===== config.mk =====
export PLATFORM = sky130hd
export DESIGN_NAME = kopq_entry_ram
export DESIGN_NICKNAME = d
export VERILOG_FILES = /design/src/hw/rtl/key_ordered_process_queue_macros.svh /design/src/hw/rtl/kopq_pkg.sv /design/src/hw/rtl/kopq_entry_ram.sv
export SDC_FILE = /design/constraint.sdc
export NUM_CORES = 2
export LEC_CHECK = 0
export BUFFER_PORTS_ARGS = -buffer_cell sky130_fd_sc_hd__buf_2
export CELL_PAD_IN_SITES_DETAIL_PLACEMENT = 1
export CELL_PAD_IN_SITES_GLOBAL_PLACEMENT = 2
export CORE_MARGIN = 2
export CORE_UTILIZATION = 50
export CTS_CLUSTER_DIAMETER = 50
export DETAILED_ROUTE_END_ITERATION = 16
export HOLD_SLACK_MARGIN = 0.02
export PLACE_DENSITY = 0.72
export REMOVE_ABC_BUFFERS = 1
export SLEW_MARGIN = 20
export SYNTH_ARGS = -nofsm -noshare
export SYNTH_HDL_FRONTEND = slang
export SYNTH_MEMORY_MAX_BITS = 65536
export SYNTH_SLANG_ARGS = --single-unit

===== constraint.sdc =====
create_clock -name clk -period 4.7 [get_ports clk]
set_input_delay 0.47 -clock clk [delete_from_list [all_inputs] [get_ports clk]]
set_output_delay 0.47 -clock clk [all_outputs]
set_load 0.05 [all_outputs]

===== src/hw/rtl/key_ordered_process_queue_macros.svh =====
// ============================================================================
// Assertion macros for the key-ordered process queue
// Concurrent checks clocked on clk, held off while rst_n is low.
// ============================================================================
`ifndef KEY_ORDERED_PROCESS_QUEUE_MACROS_SVH
`define KEY_ORDERED_PROCESS_QUEUE_MACROS_SVH

`ifndef NO_ASSERTIONS

// same-cycle implication
`define KOPQ_ASSERT_IMP(label, ante, cons, msg) \
    label: assert property (@(posedge clk) disable iff (!rst_n) (ante) |-> (cons)) \
        else $error(msg);

// next-cycle implication
`define KOPQ_ASSERT_NXT(label, ante, cons, msg) \
    label: assert property (@(posedge clk) disable iff (!rst_n) (ante) |=> (cons)) \
        else $error(msg);

`else

`define KOPQ_ASSERT_IMP(label, ante, cons, msg)
`define KOPQ_ASSERT_NXT(label, ante, cons, msg)

`endif

`endif


===== src/hw/rtl/kopq_pkg.sv =====
// ============================================================================
// kopq_pkg
// Shared types and constants of the key-ordered process queue.
// ============================================================================
package kopq_pkg;

    localparam int QUEUE_DEPTH_DEF = 128;
    localparam int ID_LIMIT_DEF    = 103;

    localparam int ID_W     = 7;
    localparam int KEY_W    = 32;
    localparam int FUNC_W   = 2;
    localparam int STATUS_W = 2;

    localparam int S_DATA_W = 40;   // id + key, padded to bytes
    localparam int M_DATA_W = 88;

    typedef enum logic [FUNC_W-1:0] {
        FUNC_APPEND = 2'd0,
        FUNC_REMOVE = 2'd1,
        FUNC_INSERT = 2'd2
    } func_t;

    localparam logic [STATUS_W-1:0] ST_OK    = 2'd0;
    localparam logic [STATUS_W-1:0] ST_EMPTY = 2'd1;
    localparam logic [STATUS_W-1:0] ST_BADID = 2'd2;
    localparam logic [STATUS_W-1:0] ST_FULL  = 2'd3;

    typedef struct packed {
        logic        [ID_W-1:0]  id;
        logic signed [KEY_W-1:0] key;
    } entry_t;

    localparam int ENTRY_W = $bits(entry_t);

    typedef enum logic [3:0] {
        S_IDLE,
        S_SR_RD,
        S_SR_CMP,
        S_SH_RD,
        S_SH_WR,
        S_INS_WR,
        S_RM_TAKE,
        S_FR_RD,
        S_FR_TAKE,
        S_BK_TAKE,
        S_DONE
    } state_t;

endpackage


===== src/hw/rtl/kopq_entry_ram.sv =====
// ============================================================================
// kopq_entry_ram
// Entry store: one write port, one read port, registered read data.
// ============================================================================
module kopq_entry_ram #(
    parameter int DEPTH = kopq_pkg::QUEUE_DEPTH_DEF,
    parameter int WIDTH = kopq_pkg::ENTRY_W
) (
    input  logic                     clk,
    input  logic                     wr_en,
    input  logic [$clog2(DEPTH)-1:0] wr_addr,
    input  logic [WIDTH-1:0]         wr_data,
    input  logic                     rd_en,
    input  logic [$clog2(DEPTH)-1:0] rd_addr,
    output logic [WIDTH-1:0]         rd_data
);

    logic [WIDTH-1:0] mem [DEPTH];

    always_ff @(posedge clk)
    begin
        if (wr_en)
        begin
            mem[wr_addr] <= wr_data;
        end
    end

    always_ff @(posedge clk)
    begin
        if (rd_en)
        begin
            rd_data <= mem[rd_addr];
        end
    end

endmodule


==> key figures <==
Synthesis
  • Synth warn: 0
  • Sequential area share after synthesis: 79.2%
  • Syn Inst Count: 7261
  • Count of different cell masters after synthesis: 16
  • Post-Syn Area per Cell: 26.3 sq um
  • #FFs+latches synth: 5031
  • Netlist Area Pre-Place: 191000 sq um

Critical path
  • CP dominant cell by count: mux4_2
  • Setup CP Type: input port to flip-flop
  • CP max FO: 26
  • Critical Path Max Stage Delay: 0.68 ns
  • R2R Setup Slk: 1.66 ns
  • Worst flop-to-flop path endpoint: rd_data[22]
  • Slowest CP cell: mux4_2
  • WP data arrival: 3.92 ns
  • Cell chain of the critical path: buf_12 -> buf_12 -> buf_4 -> mux4_2 -> mux4_2 -> mux4_2 -> mux2_2
  • Reg2Reg Depth: 4
  • CP endpoint kind: flip-flop
  • CP required: 5.49 ns
  • Critical path launch point type: input port
  • Worst R2R Start: mem[117][22]

STA
  • Fmax: 319 MHz
  • Tcrit/Tclk final: 66.8%
  • Hold WS: 0.0332 ns
  • Slew of the pin with the lowest slew margin: 1.17 ns
  • Final Hold Viols: 0
  • RSZ-0062 raised after global routing: no
  • Total Neg Setup Slack: 0 ns
  • Setup ws final: 1.56 ns
  • Clock skew: 0.0658 ns
  • Rel. slew slack: 21.7%
  • Fin. max-slew vios: 0
  • Final setup viols: 0
  • Period minus WS final: 3.14 ns

Hold path
  • Min-Delay Startpoint: wr_data[10]
  • Hold EP: mem[66][10]
  • Worst min path class: input port to flip-flop
  • Worst hold stages: 1

Die
  • Core Box Area: 379000 sq um
  • Horiz. Die Dim: 622 microns
  • Die H: 622 microns
  • Initial core utilization: 50.3%
  • Die area: 386000 sq um
  • Ports: 95
  • Row cnt: 226

Cells and area
  • Final #Nets: 7972
  • Filler cell count: 30200
  • Layout area overhead: 14.7%
  • Share of cells above drive strength 1: 36.4%
  • Seq. cell area: 151000 sq um
  • Multi-input logic area: 39000 sq um

Drt
  • Vias per cell: 6.62
  • Via Count: 89100
  • DRC: 0
  • Drt total wl: 571 mm
  • Initial DRC Count: 13400
  • First-pass DRT Iterations: 5
  • Wirelength per Cell: 42.4 microns
  • Antenna viol nets, final: 0

CTS
  • Later-pin clock latency in the skew report: 1.05 ns
  • CTS tree: done
  • TritonCTS Buffers: 533
  • Deepest clock path buffer count: 4
  • Clk pin slew, worst setup/hold paths: 0.06 ns
  • Clk sinks: 5031
  • Post-cts sizing count: 0
  • Cts hold-fix bufs: 17
  • Setup bufs post-CTS: 0
  • H-tree Lvls: 6
  • CTS root buf: clkbuf_16

Global route
  • Number of antenna violations at the first check in global routing: 109
  • Gr usage total: 29.7%
  • Largest net degree at the start of global routing: 101
  • Overflow after GRT: 0
  • Vias in the first global route: 91600
  • First-pass GRT wire length: 780 mm

Placed design
  • Port-buffer cells: 94
  • Place WS: 0.478 ns
  • Gpl congestion: 0.842
  • Final HPWL DP: 332 mm

Power
  • Leak: 67.1 nW
  • Sequential Power Share: 51.7%
  • Power share of the combinational group: 5.6%
  • Cell Int Power: 75.0 mW
  • Clk network pwr share: 42.6%
  • Peak supply drop: 389 uV
  • Net Sw Power: 21.2 mW
  • Sw frac: 22.0%
  • Power Dens Cells: 440 nW/um^2

Outcome
  • Outcome: complete, no violations

Flow run
  • MaxCap Viol Count: 0
[metal layers]
layer | wire, microns | GRT usage [%]
met5 | 286 | 0
met4 | 26800 | 12.6
met3 | 59600 | 6.85
met2 | 273000 | 46.8
met1 | 211000 | 40.5
[registers in the layout, indices dropped and copies added (netlist names)]
register  count
rd_data      39
mem        4992
[worst max-delay path by stage]
stage	startpoint	slack [ns]	cells past startpoint	to
after global routing	rd_addr[0]	1.49	7	rd_data[26]
after CTS	rd_addr[0]	1.56	7	rd_data[26]
after global placement	rd_addr[0]	0.47	7	rd_data[26]
after floorplan	wr_addr[3]	0.53	3	mem[102][0]
after detailed placement	rd_addr[0]	0.48	7	rd_data[26]
final	rd_addr[0]	1.56	7	rd_data[15]
[power groups by stage]
stage	Combinational [mW]	Sequential (mW)	Clock (mW)
2_1_floorplan	1.82	50.7	0
3_3_place_gp	5.27	50.7	0
3_5_place_dp	5.39	50.7	0
4_1_cts	5.40	49.8	41.4
5_1_grt	5.54	49.8	42.9
6_report	5.40	49.8	41.0
[synthesized netlist by cell type, drive strengths merged]
cell    instances  share of area (%)
nor2b           7              0.023
nor3            9              0.024
nor2          122               0.24
clkbuf        235               0.46
mux2           39               0.23
nand3          12              0.031
nand2          14              0.028
or3             1             0.0033
mux4         1638                 19
nand2b          2             0.0066
buf           148               0.37
edfxtp       5031                 79
nand4           3             0.0098
[worst max-delay path: cells and delay by family]
kind | cells | cell delay, ns
muxes | 4 | 2.13
buffers and inverters | 3 | 1.07
[per-stage QoR]
step	cells	power [mW]	area, sq um	utilization, %
floorplan	6878	52.6	189000	-
global placement	12400	56.0	201000	53.1
detailed placement	12400	56.1	201000	53.1
CTS	13300	96.6	218000	57.6
global route	13400	98.2	219000	57.7
finish	13500	96.2	219000	57.7
[placed cells by master, fill, tap and decap left out, drive strengths merged]
cell	synthesis	layout
nor2b	7	7
mux2	39	39
clkinv	0	194
buf	148	483
nor2	122	122
edfxtp	5031	5031
clkinvlp	0	25
diode	0	107
nand2b	2	2
nand2	14	14
bufinv	0	38
clkbuf	235	657
nor3	9	9
mux4	1638	1638
or3	1	1
nand4	3	3
inv	0	35
dlygate4sd3	0	20
nand3	12	12
[cells by family after synthesis]
logic type	Yosys count	share of synthesized area [%]
muxes	1677	19.6
DFF	5031	79.2
and+or+nand+nor	170	0.365
buffers and inverters	383	0.831
[layout make-up]
type / instances / share of cell area [%]
Multi-Input combinational cell: 1847 / 17.8
Clock inverter: 292 / 1.27
Timing Repair Buffer: 503 / 2.42
Antenna cell: 107 / 0.122
Tap cell: 5016 / 2.87
Sequential cell: 5031 / 69.0
Clock buffer: 657 / 6.44
Power figures use the tool's default switching activity.
